===== src/eqde_pkg.sv =====
package eqde_pkg;

	// Width of each event word
	localparam int WORD_W = 32;
	// One stored event: {type, payload, release tag}
	localparam int DATA_W = 3 * WORD_W;

	// Defaults for the top-level parameters
	localparam int CAPACITY_DEF    = 16;
	localparam int DISCARD_BIT_DEF = 31;

	// Request codes on the kind field
	localparam logic KIND_ENQ = 1'b0;
	localparam logic KIND_DEQ = 1'b1;

	// One result transaction
	typedef struct packed {
		logic              ok;
		logic              evicted;
		logic [WORD_W-1:0] item_type;
		logic [WORD_W-1:0] item_payload;
		logic [WORD_W-1:0] item_release_tag;
	} res_t;

endpackage


===== src/eqde_ram.sv =====
module eqde_ram #(
	parameter int WIDTH = 32,
	parameter int DEPTH = 16,
	localparam int ADDR_W = $clog2(DEPTH)
) (
	input  logic              clk,
	input  logic              we,
	input  logic [ADDR_W-1:0] waddr,
	input  logic [WIDTH-1:0]  wdata,
	input  logic [ADDR_W-1:0] raddr,
	output logic [WIDTH-1:0]  rdata
);

	logic [WIDTH-1:0] mem_q [DEPTH];

	// One write port, one registered read port
	always_ff @(posedge clk) begin
		if (we) begin
			mem_q[waddr] <= wdata;
		end
		rdata <= mem_q[raddr];
	end

endmodule


===== src/eqde_out_reg.sv =====
module eqde_out_reg import eqde_pkg::*; (
	input  logic              clk,
	input  logic              arst_n,
	input  logic              load,
	input  res_t              res,
	output logic              load_ok,
	output logic              out_valid,
	input  logic              out_ready,
	output logic              ok,
	output logic              evicted,
	output logic [WORD_W-1:0] item_type,
	output logic [WORD_W-1:0] item_payload,
	output logic [WORD_W-1:0] item_release_tag
);

	logic valid_q;
	res_t data_q;

	// Slot can take a new result when empty or draining this cycle
	assign load_ok = !valid_q || out_ready;

	always_ff @(posedge clk or negedge arst_n) begin
		if (!arst_n) begin
			valid_q <= 1'b0;
			data_q  <= '0;
		end else if (load && load_ok) begin
			valid_q <= 1'b1;
			data_q  <= res;
		end else if (out_ready) begin
			valid_q <= 1'b0;
		end
	end

	assign out_valid        = valid_q;
	assign ok               = data_q.ok;
	assign evicted          = data_q.evicted;
	assign item_type        = data_q.item_type;
	assign item_payload     = data_q.item_payload;
	assign item_release_tag = data_q.item_release_tag;

endmodule


===== src/eqde_ctrl.sv =====
module eqde_ctrl import eqde_pkg::*; #(
	parameter int CAPACITY    = CAPACITY_DEF,
	parameter int DISCARD_BIT = DISCARD_BIT_DEF,
	localparam int SLOT_W = $clog2(CAPACITY),
	localparam int CNT_W  = $clog2(CAPACITY + 1)
) (
	input  logic              clk,
	input  logic              arst_n,
	// request side
	input  logic              in_valid,
	output logic              in_ready,
	input  logic              kind,
	input  logic [WORD_W-1:0] event_type,
	input  logic [WORD_W-1:0] event_payload,
	input  logic [WORD_W-1:0] release_tag,
	// result to output stage
	output logic              res_valid,
	output res_t              res,
	input  logic              res_ready,
	// slot stores
	output logic [SLOT_W-1:0] rd_addr,
	input  logic [DATA_W-1:0] data_rd,
	input  logic [SLOT_W-1:0] next_rd,
	input  logic [SLOT_W-1:0] prev_rd,
	output logic              data_we,
	output logic [SLOT_W-1:0] data_waddr,
	output logic [DATA_W-1:0] data_wdata,
	output logic              next_we,
	output logic [SLOT_W-1:0] next_waddr,
	output logic [SLOT_W-1:0] next_wdata,
	output logic              prev_we,
	output logic [SLOT_W-1:0] prev_waddr,
	output logic [SLOT_W-1:0] prev_wdata
);

	localparam int DISC_POS = 2 * WORD_W + DISCARD_BIT;
	localparam int PAY_LSB  = WORD_W;
	localparam int TYPE_LSB = 2 * WORD_W;

	typedef enum logic [2:0] {
		ST_IDLE,
		ST_DEQ,
		ST_SCAN,
		ST_WALK,
		ST_UNLINK,
		ST_LINK,
		ST_RESP
	} state_t;

	state_t            state_q;
	logic [SLOT_W-1:0] head_q;
	logic [SLOT_W-1:0] tail_q;
	logic [CNT_W-1:0]  count_q;
	logic [CAPACITY-1:0] used_q;
	logic [DATA_W-1:0] new_q;
	logic [SLOT_W-1:0] scan_q;
	logic [SLOT_W-1:0] cur_q;
	logic [SLOT_W-1:0] step_q;
	logic [SLOT_W-1:0] vic_q;
	logic [SLOT_W-1:0] p_q;
	logic [SLOT_W-1:0] n_q;
	res_t              res_q;

	logic full;
	assign full = (count_q == CNT_W'(CAPACITY));

	// Store port steering per sequencer step
	always_comb begin
		in_ready   = (state_q == ST_IDLE);
		res_valid  = (state_q == ST_RESP);
		rd_addr    = prev_rd;
		data_we    = 1'b0;
		data_waddr = scan_q;
		data_wdata = new_q;
		next_we    = 1'b0;
		next_waddr = tail_q;
		next_wdata = scan_q;
		prev_we    = 1'b0;
		prev_waddr = scan_q;
		prev_wdata = tail_q;
		case (state_q)
			ST_IDLE: begin
				rd_addr = (kind == KIND_DEQ) ? head_q : tail_q;
			end
			ST_SCAN: begin
				// append into the free slot found
				if (!used_q[scan_q]) begin
					data_we = 1'b1;
					next_we = (count_q != '0);
					prev_we = 1'b1;
				end
			end
			ST_UNLINK: begin
				next_waddr = p_q;
				next_wdata = n_q;
				next_we    = (vic_q != head_q);
				prev_waddr = n_q;
				prev_wdata = p_q;
				prev_we    = (vic_q != tail_q);
			end
			ST_LINK: begin
				// victim slot is reused for the new event at the tail
				data_we    = 1'b1;
				data_waddr = vic_q;
				next_we    = 1'b1;
				next_waddr = tail_q;
				next_wdata = vic_q;
				prev_we    = 1'b1;
				prev_waddr = vic_q;
				prev_wdata = tail_q;
			end
			default: begin
			end
		endcase
	end

	// Sequencer, queue pointers and result register
	always_ff @(posedge clk or negedge arst_n) begin
		if (!arst_n) begin
			state_q <= ST_IDLE;
			head_q  <= '0;
			tail_q  <= '0;
			count_q <= '0;
			used_q  <= '0;
			new_q   <= '0;
			scan_q  <= '0;
			cur_q   <= '0;
			step_q  <= '0;
			vic_q   <= '0;
			p_q     <= '0;
			n_q     <= '0;
			res_q   <= '0;
		end else begin
			case (state_q)
				ST_IDLE: begin
					if (in_valid) begin
						new_q <= {event_type, event_payload, release_tag};
						if (kind == KIND_DEQ) begin
							if (count_q == '0) begin
								res_q   <= '0;
								state_q <= ST_RESP;
							end else begin
								state_q <= ST_DEQ;
							end
						end else if (!full) begin
							scan_q  <= '0;
							state_q <= ST_SCAN;
						end else begin
							cur_q   <= tail_q;
							step_q  <= '0;
							state_q <= ST_WALK;
						end
					end
				end
				ST_DEQ: begin
					// head words are on the read port now
					res_q.ok               <= 1'b1;
					res_q.evicted          <= 1'b0;
					res_q.item_type        <= data_rd[TYPE_LSB +: WORD_W];
					res_q.item_payload     <= data_rd[PAY_LSB +: WORD_W];
					res_q.item_release_tag <= data_rd[0 +: WORD_W];
					head_q                 <= next_rd;
					used_q[head_q]         <= 1'b0;
					count_q                <= count_q - CNT_W'(1);
					state_q                <= ST_RESP;
				end
				ST_SCAN: begin
					// one used bit per cycle, lowest first
					if (!used_q[scan_q]) begin
						if (count_q == '0) begin
							head_q <= scan_q;
						end
						tail_q                 <= scan_q;
						used_q[scan_q]         <= 1'b1;
						count_q                <= count_q + CNT_W'(1);
						res_q.ok               <= 1'b1;
						res_q.evicted          <= 1'b0;
						res_q.item_type        <= '0;
						res_q.item_payload     <= '0;
						res_q.item_release_tag <= '0;
						state_q                <= ST_RESP;
					end else begin
						scan_q <= scan_q + SLOT_W'(1);
					end
				end
				ST_WALK: begin
					// one entry per cycle, tail toward head
					if (data_rd[DISC_POS]) begin
						res_q.ok               <= 1'b1;
						res_q.evicted          <= 1'b1;
						res_q.item_type        <= data_rd[TYPE_LSB +: WORD_W];
						res_q.item_payload     <= data_rd[PAY_LSB +: WORD_W];
						res_q.item_release_tag <= data_rd[0 +: WORD_W];
						vic_q                  <= cur_q;
						p_q                    <= prev_rd;
						n_q                    <= next_rd;
						state_q                <= ST_UNLINK;
					end else if (step_q == SLOT_W'(CAPACITY - 1)) begin
						res_q   <= '0;
						state_q <= ST_RESP;
					end else begin
						cur_q  <= prev_rd;
						step_q <= step_q + SLOT_W'(1);
					end
				end
				ST_UNLINK: begin
					if (vic_q == head_q) begin
						head_q <= n_q;
					end
					if (vic_q == tail_q) begin
						tail_q <= p_q;
					end
					state_q <= ST_LINK;
				end
				ST_LINK: begin
					tail_q  <= vic_q;
					state_q <= ST_RESP;
				end
				ST_RESP: begin
					if (res_ready) begin
						state_q <= ST_IDLE;
					end
				end
				default: begin
					state_q <= ST_IDLE;
				end
			endcase
		end
	end

	assign res = res_q;

endmodule


===== src/event_queue_with_discard_eviction_core.sv =====
// Bounded event queue with eviction of discardable entries.
// Input channel (in_valid/in_ready) carries one request transaction: kind selects
// enqueue of {event_type, event_payload, release_tag} or dequeue of the oldest event.
// Output channel (out_valid/out_ready) returns exactly one result per request:
// ok, evicted and the three item words (dequeued event or evicted victim).
// A full-queue enqueue walks from the newest entry toward the oldest for one whose
// type has bit DISCARD_BIT set; that entry is dropped and reported, else the
// request is rejected with ok low.
// A dequeue reads the head slot; an enqueue with room scans the used bits from the
// lowest slot for a free one; a full enqueue walks up to CAPACITY entries, then
// unlinks the victim and links the new event at the tail.
// The sequencer steps one slot per cycle through the registered-read slot stores.
// One request is in flight at a time: in_ready is high only while the sequencer is
// idle, so a new request is taken only after the last result has left the sequencer.
// A stalled receiver holds the result in the output register; the sequencer
// holds its result until that register can take it, then returns to idle.
// Reset (arst_n low) empties the queue; slot contents need no clearing.
module event_queue_with_discard_eviction_core import eqde_pkg::*; #(
	parameter int CAPACITY    = CAPACITY_DEF,
	parameter int DISCARD_BIT = DISCARD_BIT_DEF
) (
	input  logic              clk,
	input  logic              arst_n,
	input  logic              in_valid,
	output logic              in_ready,
	input  logic              kind,
	input  logic [WORD_W-1:0] event_type,
	input  logic [WORD_W-1:0] event_payload,
	input  logic [WORD_W-1:0] release_tag,
	output logic              out_valid,
	input  logic              out_ready,
	output logic              ok,
	output logic              evicted,
	output logic [WORD_W-1:0] item_type,
	output logic [WORD_W-1:0] item_payload,
	output logic [WORD_W-1:0] item_release_tag
);

	localparam int SLOT_W = $clog2(CAPACITY);

	logic              res_valid;
	logic              res_ready;
	res_t              res;
	logic [SLOT_W-1:0] rd_addr;
	logic [DATA_W-1:0] data_rd;
	logic [SLOT_W-1:0] next_rd;
	logic [SLOT_W-1:0] prev_rd;
	logic              data_we;
	logic [SLOT_W-1:0] data_waddr;
	logic [DATA_W-1:0] data_wdata;
	logic              next_we;
	logic [SLOT_W-1:0] next_waddr;
	logic [SLOT_W-1:0] next_wdata;
	logic              prev_we;
	logic [SLOT_W-1:0] prev_waddr;
	logic [SLOT_W-1:0] prev_wdata;

	// Sequencer and queue bookkeeping
	eqde_ctrl #(
		.CAPACITY    (CAPACITY),
		.DISCARD_BIT (DISCARD_BIT)
	) u_ctrl (
		.clk           (clk),
		.arst_n        (arst_n),
		.in_valid      (in_valid),
		.in_ready      (in_ready),
		.kind          (kind),
		.event_type    (event_type),
		.event_payload (event_payload),
		.release_tag   (release_tag),
		.res_valid     (res_valid),
		.res           (res),
		.res_ready     (res_ready),
		.rd_addr       (rd_addr),
		.data_rd       (data_rd),
		.next_rd       (next_rd),
		.prev_rd       (prev_rd),
		.data_we       (data_we),
		.data_waddr    (data_waddr),
		.data_wdata    (data_wdata),
		.next_we       (next_we),
		.next_waddr    (next_waddr),
		.next_wdata    (next_wdata),
		.prev_we       (prev_we),
		.prev_waddr    (prev_waddr),
		.prev_wdata    (prev_wdata)
	);

	// Event words per slot
	eqde_ram #(
		.WIDTH (DATA_W),
		.DEPTH (CAPACITY)
	) u_data_ram (
		.clk   (clk),
		.we    (data_we),
		.waddr (data_waddr),
		.wdata (data_wdata),
		.raddr (rd_addr),
		.rdata (data_rd)
	);

	// Forward links (toward newer entries)
	eqde_ram #(
		.WIDTH (SLOT_W),
		.DEPTH (CAPACITY)
	) u_next_ram (
		.clk   (clk),
		.we    (next_we),
		.waddr (next_waddr),
		.wdata (next_wdata),
		.raddr (rd_addr),
		.rdata (next_rd)
	);

	// Backward links (toward older entries)
	eqde_ram #(
		.WIDTH (SLOT_W),
		.DEPTH (CAPACITY)
	) u_prev_ram (
		.clk   (clk),
		.we    (prev_we),
		.waddr (prev_waddr),
		.wdata (prev_wdata),
		.raddr (rd_addr),
		.rdata (prev_rd)
	);

	// Result register toward the receiver
	eqde_out_reg u_out (
		.clk              (clk),
		.arst_n           (arst_n),
		.load             (res_valid),
		.res              (res),
		.load_ok          (res_ready),
		.out_valid        (out_valid),
		.out_ready        (out_ready),
		.ok               (ok),
		.evicted          (evicted),
		.item_type        (item_type),
		.item_payload     (item_payload),
		.item_release_tag (item_release_tag)
	);

endmodule


===== config.mk =====
export PLATFORM = sky130hd
export DESIGN_NAME = event_queue_with_discard_eviction_core
export DESIGN_NICKNAME = d
export VERILOG_FILES = /design/src/eqde_pkg.sv /design/src/eqde_ram.sv /design/src/eqde_out_reg.sv /design/src/eqde_ctrl.sv /design/src/event_queue_with_discard_eviction_core.sv
export SDC_FILE = /design/constraint.sdc
export NUM_CORES = 2
export LEC_CHECK = 0
export BUFFER_PORTS_ARGS = -buffer_cell sky130_fd_sc_hd__buf_2
export CORE_AREA = 10 10 412 574
export DETAILED_ROUTE_END_ITERATION = 10
export DIE_AREA = 0 0 422 584
export GPL_TIMING_DRIVEN = 1
export PLACE_DENSITY_LB_ADDON = 0.08
export SLEW_MARGIN = 20
export SYNTH_ARGS = -nofsm -noshare
export SYNTH_HDL_FRONTEND = slang
export SYNTH_SLANG_ARGS = --single-unit

===== constraint.sdc =====
create_clock -name clk -period 16.3 [get_ports clk]
set_input_delay 0.815 -clock clk [delete_from_list [all_inputs] [get_ports clk]]
set_output_delay 0.815 -clock clk [all_outputs]
set_load 0.02 [all_outputs]

# --- Yosys cells after proc, flatten, opt, wreduce, memory -nomap -nowiden ---
# Memories as Yosys holds them, arrays and structs flattened. A register that Yosys moved wholly into a read port is not among the register bits.
# Index checks and enable logic that the tools add are counted.
classes:
  n_reduce_logical: 25
  magnitude_cmp: 4
  eq_ne: 27
  mux: 68
  n_addsub: 4
  bitwise_logic: 3
ops:
  columns: ["operator", "count"]
  rows:
  - ["98-bit 2-to-1 mux", 6]
  - ["98-bit case mux with 4 select lines", 1]
  - ["4-bit 2-to-1 mux", 23]
  - ["16-bit case mux with 2 select lines", 1]
  - ["4-bit case mux with 2 select lines", 4]
  - ["4-bit case mux with 3 select lines", 2]
  - ["3-bit 2-to-1 mux", 7]
  - ["3-bit case mux with 6 select lines", 1]
  - ["16-bit bitwise AND", 1]
  - ["16-bit 2-to-1 mux", 1]
  - ["16-bit inverter", 1]
  - ["16-bit OR", 1]
  - ["1-bit 2-to-1 mux", 14]
  - ["2-bit by 1-bit inequality test with 1-bit output (second input constant)", 7]
  - ["2-bit inequality test (second input constant)", 7]
  - ["6-bit AND reduction", 2]
  - ["4-bit by 5-bit < comparator with 1-bit output (second input constant)", 2]
  - ["5-bit case mux with 2 select lines", 1]
  - ["3-bit == test (second input constant)", 3]
  - ["4-bit by 1-bit adder with 4-bit output (second input constant)", 2]
  - ["1-bit demux with 4-bit select", 2]
  - ["4-bit == test", 2]
  - ["4-bit by 1-bit >= comparator with 1-bit output (second input constant)", 2]
  - ["4-bit inequality test", 2]
  - ["other kinds (25)", 36]
word_totals:
  out_inout_bits: 100
  ram_bits: 1664
  mem_count: 3
  ff_bits: 349
  in_bits: 101
mem_list:
  columns: ["name", "depth", "width", "read_ports", "rd_clocked_by_memory_dff", "write_ports", "line", "source"]
  rows:
  - ["u_data_ram.mem_q", 16, 96, 1, 1, 1, "eqde_ram.sv:14", "logic [WIDTH-1:0] mem_q [DEPTH];"]
  - ["u_next_ram.mem_q", 16, 4, 1, 1, 1, "eqde_ram.sv:14", null]
  - ["u_prev_ram.mem_q", 16, 4, 1, 1, 1, "eqde_ram.sv:14", null]

# --- Depth between registers and ports, before layout ---
logic_depth:
  depth_word: 7
  depth_mapped: 10
  mapped_depth_nobuf: 9

# --- Modules after synthesis ---
# A second synthesis with hierarchy kept.
hier_totals:
  cells_unflattened: 3701
  area_unflattened_um2: 78714.2
by_module_without_submodules:
  columns: ["module", "instances", "seq_area_each_um2", "area_per_inst_um2", "cells_per_inst"]
  rows:
  - ["eqde_ram at u_data_ram", 1, 48046.1, 59355.7, 2460]
  - ["eqde_ctrl", 1, 6256.0, 10269.8, 771]
  - ["eqde_ram at u_next_ram ...", 2, 2001.9, 2666.3, 130]
  - ["eqde_out_reg", 1, 2477.4, 3756.1, 210]

# --- Worst setup path before layout ---
# Ideal clock, no wire load.
synth_path:
  kind: "reg-to-reg"
  startpoint: "register u_ctrl.scan_q[0]"
  endpoint: "memory u_data_ram.mem_q[10][0] (netlist bit), enable pin"
  setup_ns: 0.552
  setup_slack_ns: 9.725
  arrival_time_ns: 6.023
  stages_incl_launch_ff: 8
  period_less_slack_ns: 6.575
  required_time_ns: 15.748
  path_buffers: 2
  path_cell_list: "dfrtp_1 buf_2 mux4_2 mux2i_2 a22oi_1 buf_2 o32a_1 nor2_1"
synth_between:
  elab_chain_len: 6
  word_cells_on_any_way: 7
synth_lines:
  columns: ["item", "line", "source"]
  rows:
  - ["from (decl)", "eqde_ctrl.sv:56", "logic [SLOT_W-1:0] scan_q;"]
  - ["from (signal assigned)", "eqde_ctrl.sv:183", "scan_q <= scan_q + SLOT_W'(1);"]
  - ["1-bit binary-select mux with 4-bit select", "eqde_ctrl.sv:87", "if (!used_q[scan_q]) begin"]
  - ["1-bit 2-to-1 mux (implied by the code)", "eqde_ctrl.sv:87", null]
  - ["1-bit 2-to-1 mux", "eqde_ctrl.sv:87", null]
  - ["1-bit case mux with 2 select lines", "eqde_ctrl.sv:81", "case (state_q)"]
  - ["1-bit 2-to-1 mux", "eqde_ram.sv:18", "if (we) begin"]
  - ["1-bit 2-to-1 mux (implied by the code)", "eqde_ram.sv:19", "mem_q[waddr] <= wdata;"]
  - ["to (decl)", "eqde_ram.sv:14", null]
# Parallel ways exist; a longest one is shown, timed or not. The select of a mux whose other input is x is not followed.

# --- Worst setup path in the final report ---
layout_path:
  startpoint: "register u_ctrl.state_q[0]"
  endpoint: "register u_data_ram.rdata[64], read port of u_data_ram.mem_q"
layout_between:
  elab_chain_len: 2
layout_lines:
  columns: ["item", "line", "source"]
  rows:
  - ["from (decl)", "eqde_ctrl.sv:50", "state_t state_q;"]
  - ["from (signal assigned)", "eqde_ctrl.sv:120", "state_q <= ST_IDLE;"]
  - ["from (signal assigned)", "eqde_ctrl.sv:141", "state_q <= ST_RESP;"]
  - ["from (signal assigned)", "eqde_ctrl.sv:143", "state_q <= ST_DEQ;"]
  - ["3-bit zero test", "eqde_ctrl.sv:81", null]
  - ["4-bit 2-to-1 mux", "eqde_ctrl.sv:81", null]
  - ["to (decl)", "eqde_ram.sv:11", "output logic [WIDTH-1:0] rdata"]
# Every way passes these cells.
# A chain may end at the register's enable or synchronous reset.

==> flow_summary.toml <==
[status]
outcome = "finished, final reports clean"

[final_layout]
fin_nets = 4117
syn2layout_area_growth_pct = 15.26
drive_above_1_share_pct = 30.04
seq_area_sq_um = 60780
multi_input_area_sq_um = 16940
n_fill_cell = 20220

[synthesis]
synth_ff_type = "edfxtp_1"
ys_ff_latch = 2117
synth_cell_type_count = 59
ys_seq_area_share_pct = 77.33
synth-edff-count = 1664
syn-num-nets = 3834
ys_async_sr_fraction_pct = 16.49
synth_warnings = 0
syn-cell-area_sq_um = 78600
syn_inst = 3724
avgSynthCellArea_sq_um = 21.11

[routing]
wl_per_cell_um = 28.44
drtAntennaViolNets = 0
wl_mm = 205.4
dr_wl_met2_mm = 106.9
wirelength_met1_mm = 87.36
drt_first_pass_iters = 5
vias = 37130
vias_per_cell = 5.140
maxUsedRoutingLayer = "met4"
met3_length_mm = 7.130
drcViolationCount = 0
dr.first_iter.drc_count = 2870

[timing]
min_period_ns = 5.963
worst_pin_slew_ns = 1.159
fin_skew_ns = 0.03639
max_freq_mhz = 167.7
period_share_pct = 36.58
rsz0062_at_grt = "no"
finalHoldViolations = 0
slew_headroom_pct = 22.75
finalSetupViolCount = 0
setup_tns_ns = 0
drv_slew = 0

[global_route]
antenna_found_initial = 13
grt_pass1_wl_mm = 299.6
overflow = 0
grt_pass1_vias = 40550
grt_max_degree = 125
grt_use_total_pct = 16.45

[setup_path]
crit_required_ns = 17.03
critical_path_class = "flip-flop to flip-flop"
endpoint_kind = "flip-flop"
timing.rr.start = "u_ctrl.state_q[0]"
crit_start = "u_ctrl.state_q[0]"
reg2reg_setup_slack_ns = 10.34
crit_path_max_fanout = 98
cp_data_arrival_time_ns = 6.69
start_kind = "flip-flop"

[placed_design]
routabilityCongestion = 0.7325
port_buffers = 200
dpl.hpwl_mm = 109.4

[pwr]
leakage_nw = 31.02
totalPowerFinal_mw = 18.43
max-vdd-ir-drop_uv = 170.6
power.density_nw_per_um2 = 203.5

[min_path]
holdCritPathClass = "primary input to flip-flop"
hp-start = "event_type[9]"

[cts]
cts_num_sinks = 2117
clk_pin_slew_ns = 0.06
cts_resized = 0
cts_tree = "built"
cts_buffers = 221
clockRootBuffer = "clkbuf_16"
cts_max_level = 4
cts_max_path_buffers = 4
clock_latency_ns = 0.87

[job]
cap_violations = 0

[floorplan]
dieHeight_um = 584
core_sq_um = 226100
fp.dieW_um = 422
io-pin-count = 201
dieArea_sq_um = 246400
initial_core_util_pct = 34.76
rows = 207
[per-stage QoR]
step                      instances  hold slack [ns]  cell area (sq um)  utilization, %  setup slack (ns)
after global routing           7222           0.1295              90590           40.07             9.681
final                          7224           0.1749              90600           40.07             10.34
after global placement         6813           0.4359              83240           36.82             10.00
after CTS                      7221           0.1007              90580           40.06             10.00
after detailed placement       6813           0.4405              83240           36.82             10.01
after floorplan                3724           0.4329              78600               -             9.725
[area by class of cell]
type	count	area share, %
repair buffers	266	1.831
inverters	24	0.09944
diodes	3	0.008286
clock inverters	115	1.334
multi-input cells	1377	18.70
flip-flops and latches	2117	67.09
clock buffers	292	6.749
well taps	3030	4.185
[where the power goes]
group / total [mW] / internal [mW] / switching, mW
logic: 5.00 / 2.15 / 2.85
registers: 8.30 / 7.32 / 0.986
clock network: 5.13 / 3.01 / 2.12
[path summary, 6_finish.rpt]
check / cells past startpoint / end
max: 9 / u_data_ram.rdata[64]
min: 2 / u_ctrl.data_wdata[73]
max reg2reg: 9 / u_data_ram.rdata[64]
min reg2reg: 1 / u_ctrl.res[64]
max in group asynchronous: 5 / u_ctrl.res[25]
min in group asynchronous: 2 / u_ctrl.res[82]
[cell usage in the layout (no fill, tap or decap), types with 6 or more instances in the layout]
cell type | Yosys | routed
xnor2_1 | 11 | 11
a22o_1 | 108 | 108
and2_1 | 7 | 7
edfxtp_1 | 1664 | 1664
buf_4 | 4 | 53
ha_1 | 8 | 8
o21ai_0 | 30 | 30
nand3_1 | 10 | 10
buf_2 | 34 | 199
mux4_2 | 420 | 420
clkinv_2 | 0 | 34
nand2_1 | 168 | 168
buf_12 | 0 | 12
clkinv_1 | 1 | 44
nor2_1 | 53 | 37
clkinvlp_4 | 0 | 6
clkbuf_8 | 0 | 19
mux2_2 | 219 | 219
clkbuf_16 | 0 | 227
a31oi_1 | 8 | 6
inv_1 | 23 | 23
bufinv_16 | 0 | 24
nor3_1 | 23 | 23
clkbuf_1 | 112 | 46
dfxtp_1 | 104 | 104
nand2b_1 | 10 | 10
a21oi_1 | 22 | 18
mux2i_1 | 10 | 8
nor2_4 | 0 | 16
a22oi_1 | 212 | 212
dfrtp_1 | 349 | 349
[layer usage]
| metal | global-route usage (%) | vias up |
|---|---|---|
| met5 | 0 | - |
| met4 | 3.724 | 0 |
| met3 | 2.305 | 279 |
| met2 | 29.28 | 676 |
| met1 | 21.31 | 20310 |
| li1 | - | 15870 |
[state kept, by name, summed over array words and instances (netlist names), 5 cells and up]
signal / count
u_out.item_type: 32
u_ctrl.data_wdata: 96
u_data_ram.rdata: 96
u_ctrl.count_q: 5
u_ctrl.res: 98
u_data_ram.mem_q: 1536
u_next_ram.mem_q: 64
u_out.item_release_tag: 32
u_out.item_payload: 32
u_ctrl.used_q: 16
u_prev_ram.mem_q: 64
[cell usage after synthesis, drive strengths merged, types with 3 or more instances]
library cell / number / area, sq um
a21o: 3 / 22.52
a21oi: 22 / 110.1
a221o: 3 / 30.03
a22o: 108 / 945.9
a22oi: 212 / 1592
a31oi: 8 / 50.05
and2: 8 / 50.05
buf: 94 / 635.6
clkbuf: 112 / 420.4
dfrtp: 349 / 8733
dfxtp: 104 / 2082
edfxtp: 1664 / 49970
ha: 8 / 100.1
inv: 23 / 86.33
mux2: 219 / 2466
mux2i: 11 / 113.9
mux4: 420 / 9459
nand2: 168 / 630.6
nand2b: 10 / 62.56
nand3: 10 / 50.05
nor2: 53 / 198.9
nor2b: 4 / 25.02
nor3: 24 / 131.4
nor3b: 3 / 27.52
o21ai: 30 / 150.1
o22ai: 4 / 25.02
o31a: 3 / 26.28
o32a: 3 / 30.03
o32ai: 4 / 35.03
xnor2: 11 / 96.34
[cell families (layout without fill, tap and decap cells)]
family	after synthesis	after routing	synth area share (%)
adders and majority gates	9	9	0.1528
buffers and inverters	230	697	1.458
and+or+nand+nor	295	295	1.654
AOI/OAI and AO/OA	411	411	3.954
muxes	650	650	15.32
xor gates and xnor gates	12	12	0.1337
DFF	2117	2117	77.33
other	0	3	0
[worst max-delay path: stages, from the launching register on]
cell and delay, ns:
dfrtp_1 0.68, nor3_4 0.80, mux2i_4 0.36, buf_12 0.56
buf_4 0.84, buf_12 0.70, buf_4 0.80, mux4_2 0.59
a22oi_1 0.26, nand2_1 0.07
[timing repair]
item                                   in CTS  in global routing
endpoints found under the hold margin      79                  0
setup buffers                               0                  0
hold buffers                                1                  0
Power figures use the tool's default switching activity.
